**src/acc32_pkg.sv**
```systemverilog
package acc32_pkg;

    localparam int unsigned MEM_WORDS = 32;
    localparam int unsigned ADDR_W = $clog2(MEM_WORDS);
    localparam int unsigned DATA_W = 8;
    localparam int unsigned OP_W = DATA_W - ADDR_W;
    localparam int unsigned EXEC_CNT_W = 20;

    typedef enum logic [OP_W-1:0] {
        OP_STORE = 3'd0,
        OP_LOAD  = 3'd1,
        OP_BRZ   = 3'd2,
        OP_NOP   = 3'd3,
        OP_DEC   = 3'd4,
        OP_INC   = 3'd5,
        OP_JMP   = 3'd6,
        OP_HALT  = 3'd7
    } op_t;

    typedef enum logic [2:0] {
        ST_LOAD,
        ST_FETCH,
        ST_DECODE,
        ST_LOAD_ACC,
        ST_HALT_WAIT
    } state_t;

    typedef enum logic [1:0] {
        ADDR_LOAD,
        ADDR_PC,
        ADDR_OPER
    } addr_sel_t;

    typedef struct packed {
        addr_sel_t addr_sel;
        logic      load_write;
        logic      clear_run;
        logic      exec;
        logic      load_acc;
        logic      emit;
    } cmd_t;

    typedef struct packed {
        op_t  op;
        logic last_slot;
        logic wd_end;
        logic out_free;
    } status_t;

endpackage

```
**src/accumulator_cpu_32_byte.sv**
```systemverilog
// Channel   Direction  Handshake             Payload
// input     in         in_valid / in_stall   mem_byte  (8 bits, one memory word)
// output    out        out_valid / out_stall acc_value (8 bits, accumulator at halt)
//
// Loading takes one word per cycle; the 32nd word starts the program at address 0.
// Each instruction is fetched from the single RAM port and then executed (ST_FETCH, ST_DECODE),
// and a load adds an ST_LOAD_ACC step for its operand read.
// A watchdog ends a run after 2^20 instructions without a result.
// The input stalls while the program runs; reset clears the controller and all counters.
// A halt waits while the output register holds an untaken word.
module accumulator_cpu_32_byte (
    input  logic                         clk,
    input  logic                         rst_n,
    input  logic                         in_valid,
    output logic                         in_stall,
    input  logic [acc32_pkg::DATA_W-1:0] mem_byte,
    output logic                         out_valid,
    input  logic                         out_stall,
    output logic [acc32_pkg::DATA_W-1:0] acc_value
);

    acc32_pkg::cmd_t    cmd;
    acc32_pkg::status_t status;

    acc32_ctrl u_ctrl (
        .clk     (clk),
        .rst_n   (rst_n),
        .in_valid(in_valid),
        .in_stall(in_stall),
        .status  (status),
        .cmd     (cmd)
    );

    acc32_dp u_dp (
        .clk      (clk),
        .rst_n    (rst_n),
        .mem_byte (mem_byte),
        .out_valid(out_valid),
        .out_stall(out_stall),
        .acc_value(acc_value),
        .cmd      (cmd),
        .status   (status)
    );

endmodule

```
**src/acc32_ram.sv**
```systemverilog
module acc32_ram #(
    parameter int unsigned WIDTH = 8,
    parameter int unsigned DEPTH = 32
) (
    input  logic                     clk,
    input  logic                     we,
    input  logic [$clog2(DEPTH)-1:0] addr,
    input  logic [WIDTH-1:0]         wdata,
    output logic [WIDTH-1:0]         rdata
);

    logic [WIDTH-1:0] mem [DEPTH];

    always_ff @(posedge clk)
    begin
        if (we)
        begin
            mem[addr] <= wdata;
        end
        rdata <= mem[addr];
    end

endmodule

```
**src/acc32_ctrl.sv**
```systemverilog
module acc32_ctrl (
    input  logic               clk,
    input  logic               rst_n,
    input  logic               in_valid,
    output logic               in_stall,
    input  acc32_pkg::status_t status,
    output acc32_pkg::cmd_t    cmd
);

    acc32_pkg::state_t state_reg;
    acc32_pkg::state_t state_next;

    always_ff @(posedge clk or negedge rst_n)
    begin
        if (!rst_n)
        begin
            state_reg <= acc32_pkg::ST_LOAD;
        end
        else
        begin
            state_reg <= state_next;
        end
    end

    always_comb
    begin
        state_next     = state_reg;
        in_stall       = 1'b1;
        cmd            = '0;
        cmd.addr_sel   = acc32_pkg::ADDR_PC;
        unique case (state_reg)
            acc32_pkg::ST_LOAD:
            begin
                in_stall       = 1'b0;
                cmd.addr_sel   = acc32_pkg::ADDR_LOAD;
                cmd.load_write = in_valid;
                if (in_valid && status.last_slot)
                begin
                    cmd.clear_run = 1'b1;
                    state_next    = acc32_pkg::ST_FETCH;
                end
            end
            acc32_pkg::ST_FETCH:
            begin
                state_next = acc32_pkg::ST_DECODE;
            end
            acc32_pkg::ST_DECODE:
            begin
                cmd.addr_sel = acc32_pkg::ADDR_OPER;
                if (status.op == acc32_pkg::OP_HALT)
                begin
                    if (status.out_free)
                    begin
                        cmd.emit   = 1'b1;
                        state_next = acc32_pkg::ST_LOAD;
                    end
                    else
                    begin
                        state_next = acc32_pkg::ST_HALT_WAIT;
                    end
                end
                else
                begin
                    cmd.exec = 1'b1;
                    if (status.wd_end)
                    begin
                        state_next = acc32_pkg::ST_LOAD;
                    end
                    else if (status.op == acc32_pkg::OP_LOAD)
                    begin
                        state_next = acc32_pkg::ST_LOAD_ACC;
                    end
                    else
                    begin
                        state_next = acc32_pkg::ST_FETCH;
                    end
                end
            end
            acc32_pkg::ST_LOAD_ACC:
            begin
                cmd.load_acc = 1'b1;
                state_next   = acc32_pkg::ST_FETCH;
            end
            acc32_pkg::ST_HALT_WAIT:
            begin
                if (status.out_free)
                begin
                    cmd.emit   = 1'b1;
                    state_next = acc32_pkg::ST_LOAD;
                end
            end
            default:
            begin
                state_next = acc32_pkg::ST_LOAD;
            end
        endcase
    end

endmodule

```
**src/acc32_dp.sv**
```systemverilog
module acc32_dp (
    input  logic                           clk,
    input  logic                           rst_n,
    input  logic [acc32_pkg::DATA_W-1:0]   mem_byte,
    output logic                           out_valid,
    input  logic                           out_stall,
    output logic [acc32_pkg::DATA_W-1:0]   acc_value,
    input  acc32_pkg::cmd_t                cmd,
    output acc32_pkg::status_t             status
);

    logic [acc32_pkg::ADDR_W-1:0]     load_count_reg;
    logic [acc32_pkg::ADDR_W-1:0]     load_count_next;
    logic [acc32_pkg::ADDR_W-1:0]     pc_reg;
    logic [acc32_pkg::ADDR_W-1:0]     pc_next;
    logic [acc32_pkg::DATA_W-1:0]     acc_reg;
    logic [acc32_pkg::DATA_W-1:0]     acc_next;
    logic [acc32_pkg::EXEC_CNT_W-1:0] wd_reg;
    logic [acc32_pkg::EXEC_CNT_W-1:0] wd_next;
    logic                             out_valid_reg;
    logic                             out_valid_next;
    logic [acc32_pkg::DATA_W-1:0]     out_data_reg;

    logic                             ram_we;
    logic [acc32_pkg::ADDR_W-1:0]     ram_addr;
    logic [acc32_pkg::DATA_W-1:0]     ram_wdata;
    logic [acc32_pkg::DATA_W-1:0]     ram_rdata;
    logic [acc32_pkg::ADDR_W-1:0]     oper_addr;
    acc32_pkg::op_t                   op;

    assign op        = acc32_pkg::op_t'(ram_rdata[acc32_pkg::DATA_W-1:acc32_pkg::ADDR_W]);
    assign oper_addr = ram_rdata[acc32_pkg::ADDR_W-1:0];

    acc32_ram #(
        .WIDTH(acc32_pkg::DATA_W),
        .DEPTH(acc32_pkg::MEM_WORDS)
    ) u_ram (
        .clk  (clk),
        .we   (ram_we),
        .addr (ram_addr),
        .wdata(ram_wdata),
        .rdata(ram_rdata)
    );

    always_comb
    begin
        unique case (cmd.addr_sel)
            acc32_pkg::ADDR_LOAD: ram_addr = load_count_reg;
            acc32_pkg::ADDR_PC:   ram_addr = pc_reg;
            acc32_pkg::ADDR_OPER: ram_addr = oper_addr;
            default:              ram_addr = pc_reg;
        endcase
        ram_we    = cmd.load_write || (cmd.exec && (op == acc32_pkg::OP_STORE));
        ram_wdata = cmd.load_write ? mem_byte : acc_reg;
    end

    always_comb
    begin
        load_count_next = load_count_reg;
        pc_next         = pc_reg;
        acc_next        = acc_reg;
        wd_next         = wd_reg;
        if (cmd.load_write)
        begin
            load_count_next = load_count_reg + acc32_pkg::ADDR_W'(1);
        end
        if (cmd.clear_run)
        begin
            pc_next  = '0;
            acc_next = '0;
            wd_next  = '0;
        end
        if (cmd.load_acc)
        begin
            acc_next = ram_rdata;
        end
        if (cmd.exec)
        begin
            wd_next = wd_reg + acc32_pkg::EXEC_CNT_W'(1);
            pc_next = pc_reg + acc32_pkg::ADDR_W'(1);
            unique case (op)
                acc32_pkg::OP_BRZ:
                begin
                    if (acc_reg == '0)
                    begin
                        pc_next = oper_addr;
                    end
                end
                acc32_pkg::OP_JMP: pc_next  = oper_addr;
                acc32_pkg::OP_DEC: acc_next = acc_reg - acc32_pkg::DATA_W'(1);
                acc32_pkg::OP_INC: acc_next = acc_reg + acc32_pkg::DATA_W'(1);
                acc32_pkg::OP_STORE,
                acc32_pkg::OP_LOAD,
                acc32_pkg::OP_NOP,
                acc32_pkg::OP_HALT:
                begin
                end
                default:
                begin
                end
            endcase
        end
        out_valid_next = cmd.emit ? 1'b1 : (out_valid_reg && out_stall);
    end

    always_ff @(posedge clk or negedge rst_n)
    begin
        if (!rst_n)
        begin
            load_count_reg <= '0;
            pc_reg         <= '0;
            acc_reg        <= '0;
            wd_reg         <= '0;
            out_valid_reg  <= 1'b0;
        end
        else
        begin
            load_count_reg <= load_count_next;
            pc_reg         <= pc_next;
            acc_reg        <= acc_next;
            wd_reg         <= wd_next;
            out_valid_reg  <= out_valid_next;
        end
    end

    always_ff @(posedge clk)
    begin
        if (cmd.emit)
        begin
            out_data_reg <= acc_reg;
        end
    end

    assign status.op        = op;
    assign status.last_slot = (load_count_reg == acc32_pkg::ADDR_W'(acc32_pkg::MEM_WORDS - 1));
    assign status.wd_end    = (wd_reg == '1);
    assign status.out_free  = !out_valid_reg || !out_stall;

    assign out_valid = out_valid_reg;
    assign acc_value = out_data_reg;

endmodule

```
**config.mk**
```make
export PLATFORM = sky130hd
export DESIGN_NAME = accumulator_cpu_32_byte
export DESIGN_NICKNAME = d
export VERILOG_FILES = /design/src/acc32_pkg.sv /design/src/accumulator_cpu_32_byte.sv /design/src/acc32_ram.sv /design/src/acc32_ctrl.sv /design/src/acc32_dp.sv
export SDC_FILE = /design/constraint.sdc
export NUM_CORES = 1
export LEC_CHECK = 0
export BUFFER_PORTS_ARGS = -buffer_cell sky130_fd_sc_hd__buf_2
export CAP_MARGIN = 15
export CORE_AREA = 2 2 161 163
export DETAILED_ROUTE_END_ITERATION = 10
export DIE_AREA = 0 0 163 165
export GPL_TIMING_DRIVEN = 1
export PLACE_DENSITY_LB_ADDON = 0.05
export SLEW_MARGIN = 0
export SYNTH_ARGS = -nofsm -noshare
export SYNTH_HDL_FRONTEND = slang
export SYNTH_SLANG_ARGS = --single-unit
```
**constraint.sdc**
```tcl
create_clock -name clk -period 2.6 [get_ports clk]
set_input_delay 0.39 -clock clk [delete_from_list [all_inputs] [get_ports clk]]
set_output_delay 0.39 -clock clk [all_outputs]
set_load 0.01 [all_outputs]
```
==> qor.json, run 1 <==
{
  "via_count": {"value": 8035},
  "port_buffers": {"value": 21},
  "power.static_leakage": {"value": 5.783, "unit": "nW"},
  "post-route-drc-count": {"value": 0},
  "fin_worst_skew": {"value": 0.01808, "unit": "ns"},
  "min-delay-path-class": {"value": "input port to asynchronous set/reset pin"},
  "timing_worst_slew_pin_value": {"value": 0.9566, "unit": "ns"},
  "placed_area": {"value": 14210, "unit": "sq um"},
  "worstPathCellList": {"value": "mux2_2, mux2i_4, buf_4, buf_6, mux2i_1, nand2_1, a32oi_1, nand4_1"},
  "worst-setup-path-type": {"value": "flip-flop to flip-flop"},
  "result_of_the_run": {"value": "finished, final reports clean"},
  "fin_crit_period": {"value": 2.558, "unit": "ns"},
  "number_of_synthesized_flops_with_an_enable_pin": {"value": 264},
  "synthArstFlopShare": {"value": 0.1338},
  "io-pin-count": {"value": 22},
  "timing.slew.headroom": {"value": 0.3623},
  "largest_reg_flops": {"value": 256},
  "height_of_the_die": {"value": 165, "unit": "um"},
  "dp.final_hpwl": {"value": 19.58, "unit": "mm"},
  "grt_max_degree": {"value": 58},
  "clock_sinks": {"value": 314},
  "setup-violations-final": {"value": 0},
  "multi_input_area": {"value": 3990, "unit": "sq um"},
  "number_of_antenna_violations_at_the_first_check_in_global_routing": {"value": 0},
  "routed_wl": {"value": 31.19, "unit": "mm"},
  "endpoint_kind": {"value": "flip-flop"},
  "fillerInstances": {"value": 1926},
  "post_synth_instance_area": {"value": 13320, "unit": "sq um"},
  "fmax": {"value": 390.9, "unit": "MHz"},
  "synthDistinctLibCells": {"value": 48},
  "grt_first_pass_wirelength": {"value": 47.06, "unit": "mm"},
  "final.period_utilization": {"value": 0.9839},
  "root_buffer": {"value": "sky130_fd_sc_hd__clkbuf_16"},
  "syn_area_per_cell": {"value": 14.59, "unit": "sq um"},
  "postSynth.topFlopCell": {"value": "sky130_fd_sc_hd__edfxtp_1"},
  "start_kind": {"value": "flip-flop"},
  "floorplan.die_area": {"value": 26900, "unit": "sq um"},
  "synthToLayoutAreaGrowth": {"value": 15.85, "unit": "%"},
  "via_count_of_the_first_global_routing_pass": {"value": 8094},
  "cap_violations": {"value": 0},
  "worst_r2r_endpoint": {"value": "u_dp.u_ram.rdata[0]"},
  "rsz_0062_raised_after_global_routing": {"value": "yes"},
  "max-vdd-ir-drop": {"value": 807.9, "unit": "uV"},
  "path_max_fanout": {"value": 23},
  "critical-path-slowest-cell": {"value": "sky130_fd_sc_hd__dfrtp_2"},
  "fp.coreArea": {"value": 25040, "unit": "sq um"},
  "grt_util_all_layers": {"value": 0.2351},
  "ys_ff_latch": {"value": 314},
  "final_layout_size_suffix_gt1_frac": {"value": 0.1813},
  "start_util": {"value": 0.5319},
  "dp_slack": {"value": -0.01842, "unit": "ns"},
  "final-max-slew-violation-count": {"value": 0},
  "post_drt_via_cell_ratio": {"value": 5.926},
  "number_of_nets_in_the_synthesized_netlist": {"value": 936},
  "totalPowerFinal": {"value": 19.60, "unit": "mW"},
  "path_clk_slew": {"value": 0.06, "unit": "ns"},
  "ff_latch_area": {"value": 9143, "unit": "sq um"},
  "postRouteAntennaNets": {"value": 0},
  "grt.overflow.total": {"value": 0},
  "cellPowerDensity": {"value": 1270, "unit": "nW/um^2"},
  "drt_iter0_drc": {"value": 835},
  "stdcell_area": {"value": 15430, "unit": "sq um"},
  "fp.dieW": {"value": 163, "unit": "um"},
  "critPathArrivalTime": {"value": 2.93, "unit": "ns"},
  "cts_buffers": {"value": 34},
  "critical_path_required": {"value": 2.97, "unit": "ns"},
  "wl_per_cell": {"value": 23.00, "unit": "um"},
  "final_core_utilization": {"value": 0.6162},
  "tritoncts_clock_tree": {"value": "yes"},
  "dr.pass1.iters": {"value": 5},
  "cts_hold_repair.buffers": {"value": 0},
  "largest_stage_delay_on_the_critical_path": {"value": 0.43, "unit": "ns"},
  "gp_congestion": {"value": 0.8455},
  "reg2reg_from": {"value": "u_ctrl.state_reg[1]"},
  "post_synth_inst_count": {"value": 913},
  "layout.nets": {"value": 1024},
  "synth-warning-count": {"value": 0},
  "slack_of_the_worst_reg_to_reg_path": {"value": 0.04, "unit": "ns"},
  "final.setup.worst_slack": {"value": 0.04191, "unit": "ns"},
  "placementRows": {"value": 58},
  "hold_viol_final": {"value": 0},
  "clk_buf_depth": {"value": 3},
  "logic_depth_of_the_worst_register_to_register_path": {"value": 8},
  "ctsHtreeMaxLevel": {"value": 2},
  "synth_sequential_area_ratio": {"value": 0.6862},
  "totalNegativeSetupSlack": {"value": 0, "unit": "ns"},
  "insertedDiodeCount": {"value": 0},
  "insertion_delay": {"value": 0.52, "unit": "ns"}
}
==> cells in the final DEF, fill, tap and decap left out, drive strengths merged, types with 4 or more instances in the layout <==
cell and n:
edfxtp 264, nand2 99, and3 10, o21ai 27, nor3b 4, a31oi 6
mux2 12, a32oi 32, dfxtp 8, nor3 7, nor2 65, buf 89
a21oi 20, mux2i 170, xnor2 5, dfrtp 42, ha 10, inv 10
clkbuf 43, clkinv 13, xor2 7, a21o 5, nand3 27, nand4 14
==> worst max-delay path by stage <==
stage          cells after the start                     to                 from
2_1_floorplan                      9  u_dp.u_ram.mem[18][0]  u_ctrl.state_reg[2]
3_3_place_gp                       7    u_dp.u_ram.rdata[4]  u_ctrl.state_reg[0]
3_5_place_dp                       8    u_dp.u_ram.rdata[4]  u_ctrl.state_reg[1]
4_1_cts                            7    u_dp.u_ram.rdata[4]  u_ctrl.state_reg[1]
5_1_grt                            8  u_dp.u_ram.mem[19][5]  u_ctrl.state_reg[1]
6_report                           8    u_dp.u_ram.rdata[0]  u_ctrl.state_reg[1]
==> repair_timing <==
action                                  CTS  global route
pin swaps                                 0             2
resized for setup                         1            20
setup buffers                             0             4
gates cloned                              0             3
endpoints found under the setup margin    1           139
==> synthesized netlist by cell type, drive strengths merged (2+ instances only) <==
master / count / area share
edfxtp: 264 / 0.60
mux2i: 170 / 0.13
nand2: 99 / 0.028
nor2: 64 / 0.019
dfrtp: 42 / 0.079
a32oi: 32 / 0.021
buf: 31 / 0.015
nand3: 27 / 0.010
o21ai: 27 / 0.010
a21oi: 20 / 0.0081
nand4: 14 / 0.0066
mux2: 12 / 0.010
and3: 10 / 0.0047
ha: 10 / 0.0094
clkbuf: 9 / 0.0025
dfxtp: 8 / 0.012
inv: 8 / 0.0023
nor3: 7 / 0.0041
xor2: 7 / 0.0046
a31oi: 6 / 0.0028
a21o: 5 / 0.0028
xnor2: 5 / 0.0033
nor3b: 4 / 0.0023
and2: 3 / 0.0014
nor2b: 3 / 0.0014
nor4: 3 / 0.0014
or2: 3 / 0.0014
a211oi: 2 / 0.0011
nand3b: 2 / 0.0011
o211ai: 2 / 0.0011
o21bai: 2 / 0.0011
o22ai: 2 / 0.00094
o31ai: 2 / 0.0011
or3: 2 / 0.00094
==> per-stage QoR <==
step	instances	hold slack (ns)
after floorplan	913	0.09441
after global placement	1288	0.4625
after detailed placement	1288	0.4846
after CTS	1349	0.04596
after global routing	1356	0.09344
final	1356	0.02807
==> final cells by class <==
type	instances	area share
flip-flops and latches	314	0.5926
multi-input cells	552	0.2586
clock buffers	41	0.05685
repair buffers	91	0.05093
well taps	330	0.02676
clock inverters	20	0.01233
inverters	8	0.001946
==> critical path, delay by kind of cell, from the launching register on <==
| family | cells | cell delay, ns |
|---|---|---|
| mux | 3 | 0.89 |
| flops | 1 | 0.43 |
| simple gates | 2 | 0.22 |
| compound gates | 1 | 0.38 |
| buf+inv | 2 | 0.49 |
==> power breakdown <==
group | internal (mW) | switching (mW) | leakage [nW]
Clock | 2.72 | 1.93 | 0.516
Sequential | 6.66 | 0.542 | 2.94
Combinational | 3.01 | 4.74 | 2.33
==> cell families (layout without fill, tap and decap cells) <==
family          Yosys count  in the layout  synth area share
flops                   314            314            0.6862
mux                     182            182            0.1385
fa+ha+maj                11             11           0.01090
compound gates          104            104           0.05318
simple gates            242            243           0.08333
xor+xnor                 12             12          0.007892
buf+inv                  48            160           0.02001
==> routing by layer <==
metal,GRT usage,share of wire,up-vias
met2,0.3927,0.48,262
met1,0.3138,0.42,4053
met3,0.04169,0.063,60
met4,0.08005,0.029,0
met5,0,0,-
li1,-,-,3660
No activity file was read; power rests on OpenSTA's default activity.
==> run 2, diff against run 1 <==
--- a/config.mk
+++ b/config.mk
@@ -7,11 +7,12 @@
 export LEC_CHECK = 0
 export BUFFER_PORTS_ARGS = -buffer_cell sky130_fd_sc_hd__buf_2
 export CAP_MARGIN = 15
-export CORE_AREA = 2 2 161 163
+export CORE_AREA = 2 2 186 188
 export DETAILED_ROUTE_END_ITERATION = 10
-export DIE_AREA = 0 0 163 165
+export DIE_AREA = 0 0 188 190
 export GPL_TIMING_DRIVEN = 1
 export PLACE_DENSITY_LB_ADDON = 0.05
+export SKIP_CTS_REPAIR_TIMING = 1
 export SLEW_MARGIN = 0
 export SYNTH_ARGS = -nofsm -noshare
 export SYNTH_HDL_FRONTEND = slang
==> qor.json, run 2 (synthesis gave the netlist of run 1 again) <==
{
  "ff_latch_area": {"value": 9141, "unit": "sq um", "change": "about the same"},
  "via_count_of_the_first_global_routing_pass": {"value": 8143, "change": "+0.61%"},
  "post-route-drc-count": {"value": 0, "change": "unchanged"},
  "synthToLayoutAreaGrowth": {"value": 18.94, "unit": "%"},
  "dp.final_hpwl": {"value": 21.35, "unit": "mm", "change": "+9.1%"},
  "totalNegativeSetupSlack": {"value": 0, "unit": "ns", "change": "unchanged"},
  "total_switching_power": {"value": 7.437, "unit": "mW", "change": "+3.1%"},
  "most_frequent_standard_cell_in_the_layout_excluding_fill_and_tap_cells": {"value": "sky130_fd_sc_hd__edfxtp_1"},
  "path_clk_slew": {"value": 0.05, "unit": "ns", "change": "about the same"},
  "cellPowerDensity": {"value": 1305, "unit": "nW/um^2", "change": "+2.7%"},
  "critical_path_required": {"value": 2.93, "unit": "ns", "change": "-0.04 ns"},
  "insertion_delay": {"value": 0.53, "unit": "ns", "change": "about the same"},
  "rsz_0062_raised_after_global_routing": {"value": "yes"},
  "min-delay-path-class": {"value": "input port to asynchronous set/reset pin"},
  "combPwrFrac": {"value": 0.390, "change": "-0.006"},
  "port_buffers": {"value": 21, "change": "unchanged"},
  "endpoint_kind": {"value": "flip-flop"},
  "fin_crit_period": {"value": 2.519, "unit": "ns", "change": "-0.03872 ns"},
  "clk_buf_depth": {"value": 3, "change": "unchanged"},
  "setup-violations-final": {"value": 0, "change": "unchanged"},
  "dr.pass1.iters": {"value": 6, "change": "+1"},
  "hold_viol_final": {"value": 0, "change": "unchanged"},
  "placed_cells_incl_taps": {"value": 1418, "change": "+10%"},
  "final.period_utilization": {"value": 0.9690, "change": "-0.01489"},
  "cap_violations": {"value": 0, "change": "unchanged"},
  "logic_depth_of_the_worst_register_to_register_path": {"value": 9, "change": "+1"},
  "grt.overflow.total": {"value": 0, "change": "unchanged"},
  "number_of_antenna_violations_at_the_first_check_in_global_routing": {"value": 0, "change": "unchanged"},
  "fmax": {"value": 396.9, "unit": "MHz", "change": "+1.5%"},
  "routed_wl": {"value": 32.64, "unit": "mm", "change": "+4.6%"},
  "clock_sinks": {"value": 314, "change": "unchanged"},
  "final_core_utilization": {"value": 0.4666, "change": "-0.1496"},
  "insertedDiodeCount": {"value": 0, "change": "unchanged"},
  "switching_power_share_of_the_total": {"value": 0.3597, "change": "-0.008149"},
  "final_layout_size_suffix_gt1_frac": {"value": 0.1888, "change": "+0.007538"},
  "post_drt_via_cell_ratio": {"value": 5.270, "change": "-11%"},
  "max-vdd-ir-drop": {"value": 696.7, "unit": "uV", "change": "-14%"},
  "critical-path-top-delay-family": {"value": "multiplexers"},
  "fin_worst_skew": {"value": 0.01434, "unit": "ns", "change": "-0.003738 ns"},
  "critPathBufInv": {"value": 3, "change": "+1"},
  "critPathArrivalTime": {"value": 2.85, "unit": "ns", "change": "-0.08 ns"},
  "io-pin-count": {"value": 22, "change": "unchanged"},
  "ctsHtreeMaxLevel": {"value": 2, "change": "unchanged"},
  "largest_reg_flops": {"value": 256, "change": "unchanged"},
  "fp.dieW": {"value": 188, "unit": "um", "change": "+15%"},
  "layout.nets": {"value": 1033, "change": "+0.88%"},
  "gp_congestion": {"value": 0.8278, "change": "-2.1%"},
  "wl_per_cell": {"value": 21.86, "unit": "um", "change": "-5.0%"},
  "largest_stage_delay_on_the_critical_path": {"value": 0.43, "unit": "ns", "change": "about the same"},
  "grt_first_pass_wirelength": {"value": 49.45, "unit": "mm", "change": "+5.1%"},
  "power.static_leakage": {"value": 5.935, "unit": "nW", "change": "+2.6%"},
  "path_max_fanout": {"value": 19, "change": "-17%"},
  "root_buffer": {"value": "sky130_fd_sc_hd__clkbuf_16"},
  "pwr-share-clk": {"value": 0.262, "change": "+0.025"},
  "floorplan.die_area": {"value": 35720, "unit": "sq um", "change": "+33%"},
  "result_of_the_run": {"value": "finished, final reports clean"},
  "multi_input_area": {"value": 3983, "unit": "sq um", "change": "-0.19%"},
  "post_layout_nonfiller_instances": {"value": 1493, "change": "+10%"},
  "timing.slew.headroom": {"value": 0.3324, "change": "-0.02984"},
  "internal_power": {"value": 13.24, "unit": "mW", "change": "+6.8%"},
  "fillerInstances": {"value": 2960, "change": "+54%"},
  "layout_common_cells": {"value": "sky130_fd_sc_hd__edfxtp_1, sky130_fd_sc_hd__mux2i_1, sky130_fd_sc_hd__nand2_1, sky130_fd_sc_hd__buf_4, sky130_fd_sc_hd__nor2_1"},
  "seqPwrFrac": {"value": 0.348, "change": "-0.019"},
  "final-max-slew-violation-count": {"value": 0, "change": "unchanged"},
  "slack_of_the_worst_reg_to_reg_path": {"value": 0.08, "unit": "ns", "change": "+0.04 ns"},
  "height_of_the_die": {"value": 190, "unit": "um", "change": "+15%"},
  "drt_iter0_drc": {"value": 453, "change": "-46%"},
  "tritoncts_clock_tree": {"value": "yes"},
  "postRouteAntennaNets": {"value": 0, "change": "unchanged"},
  "worstPathCellList": {"value": "mux2_2, mux2i_4, buf_12, buf_16, buf_6, mux2i_1, nand2_1, a32oi_2, nand4_1"},
  "timing_worst_slew_pin_value": {"value": 1.001, "unit": "ns", "change": "+0.04475 ns"},
  "grt_util_all_layers": {"value": 0.1841, "change": "-0.05097"},
  "worst_r2r_endpoint": {"value": "u_dp.u_ram.rdata[6]"},
  "placementRows": {"value": 68, "change": "+17%"},
  "cts_buffers": {"value": 38, "change": "+12%"},
  "worst-setup-path-type": {"value": "flip-flop to flip-flop"},
  "grt_max_degree": {"value": 47, "change": "-19%"},
  "start_util": {"value": 0.3923, "change": "-0.1396"},
  "start_kind": {"value": "flip-flop"},
  "critical-path-slowest-cell": {"value": "sky130_fd_sc_hd__dfrtp_2"},
  "via_count": {"value": 7868, "change": "-2.1%"},
  "reg2reg_from": {"value": "u_ctrl.state_reg[1]"},
  "fp.coreArea": {"value": 33950, "unit": "sq um", "change": "+36%"}
}
[run 2: cell types whose count changed in the layout (fill, tap and decap cells not counted), moves of 2 or more]
cell	change
sky130_fd_sc_hd__bufinv_16	+3
sky130_fd_sc_hd__clkinv_4	+2
sky130_fd_sc_hd__nand2_2	+2
sky130_fd_sc_hd__nand2_1	-2
sky130_fd_sc_hd__buf_4	+6
sky130_fd_sc_hd__nor2_1	+5
sky130_fd_sc_hd__nor2_2	-5
sky130_fd_sc_hd__clkbuf_16	+4
sky130_fd_sc_hd__clkinv_1	-2
[run 2: worst max-delay path by stage]
stage / startpoint / to / cells after the start
floorplan: u_ctrl.state_reg[2] / u_dp.u_ram.mem[18][0] / 9
global placement: u_ctrl.state_reg[1] / u_dp.u_ram.rdata[6] / 9
detailed placement: u_ctrl.state_reg[1] / u_dp.u_ram.rdata[6] / 9
CTS: u_ctrl.state_reg[1] / u_dp.u_ram.rdata[6] / 9
global route: u_ctrl.state_reg[1] / u_dp.u_ram.rdata[0] / 9
finish: u_ctrl.state_reg[1] / u_dp.u_ram.rdata[6] / 9
[run 2: through the flow]
| step | cell area (sq um) | power [mW] | hold WS (ns) | setup slack, ns |
|---|---|---|---|---|
| after floorplan | 13320 | 12.04 | 0.09441 | 0.2599 |
| after global placement | 14410 | 15.05 | 0.4763 | -0.07070 |
| after detailed placement | 14410 | 15.13 | 0.4896 | -0.1049 |
| after CTS | 15700 | 20.61 | 0.06257 | -0.1392 |
| after global routing | 15840 | 21.69 | 0.1124 | -0.01163 |
| final | 15840 | 20.67 | 0.03936 | 0.08063 |
[run 2: power groups by stage]
stage | combinational, mW | sequential [mW] | clock, mW
2_1_floorplan | 4.98 | 7.06 | 0
3_3_place_gp | 7.79 | 7.26 | 0
3_5_place_dp | 7.86 | 7.28 | 0
4_1_cts | 7.89 | 7.18 | 5.54
5_1_grt | 8.70 | 7.26 | 5.73
6_report | 8.07 | 7.19 | 5.42
[run 2: cell type report]
type | instances | share of cell area
clock buffers | 46 | 0.06390
well taps | 455 | 0.03594
inverters | 8 | 0.001896
flip-flops and latches | 314 | 0.5771
repair buffers | 96 | 0.05190
multi-input cells | 552 | 0.2514
clock inverters | 22 | 0.01785
[run 2: routing by layer]
metal | up-vias | share of wire | global-route usage
met2 | 167 | 0.50 | 0.3219
met5 | - | 0 | 0
li1 | 3678 | - | -
met1 | 3972 | 0.44 | 0.2390
met4 | 0 | 0.022 | 0.05148
met3 | 51 | 0.038 | 0.02730
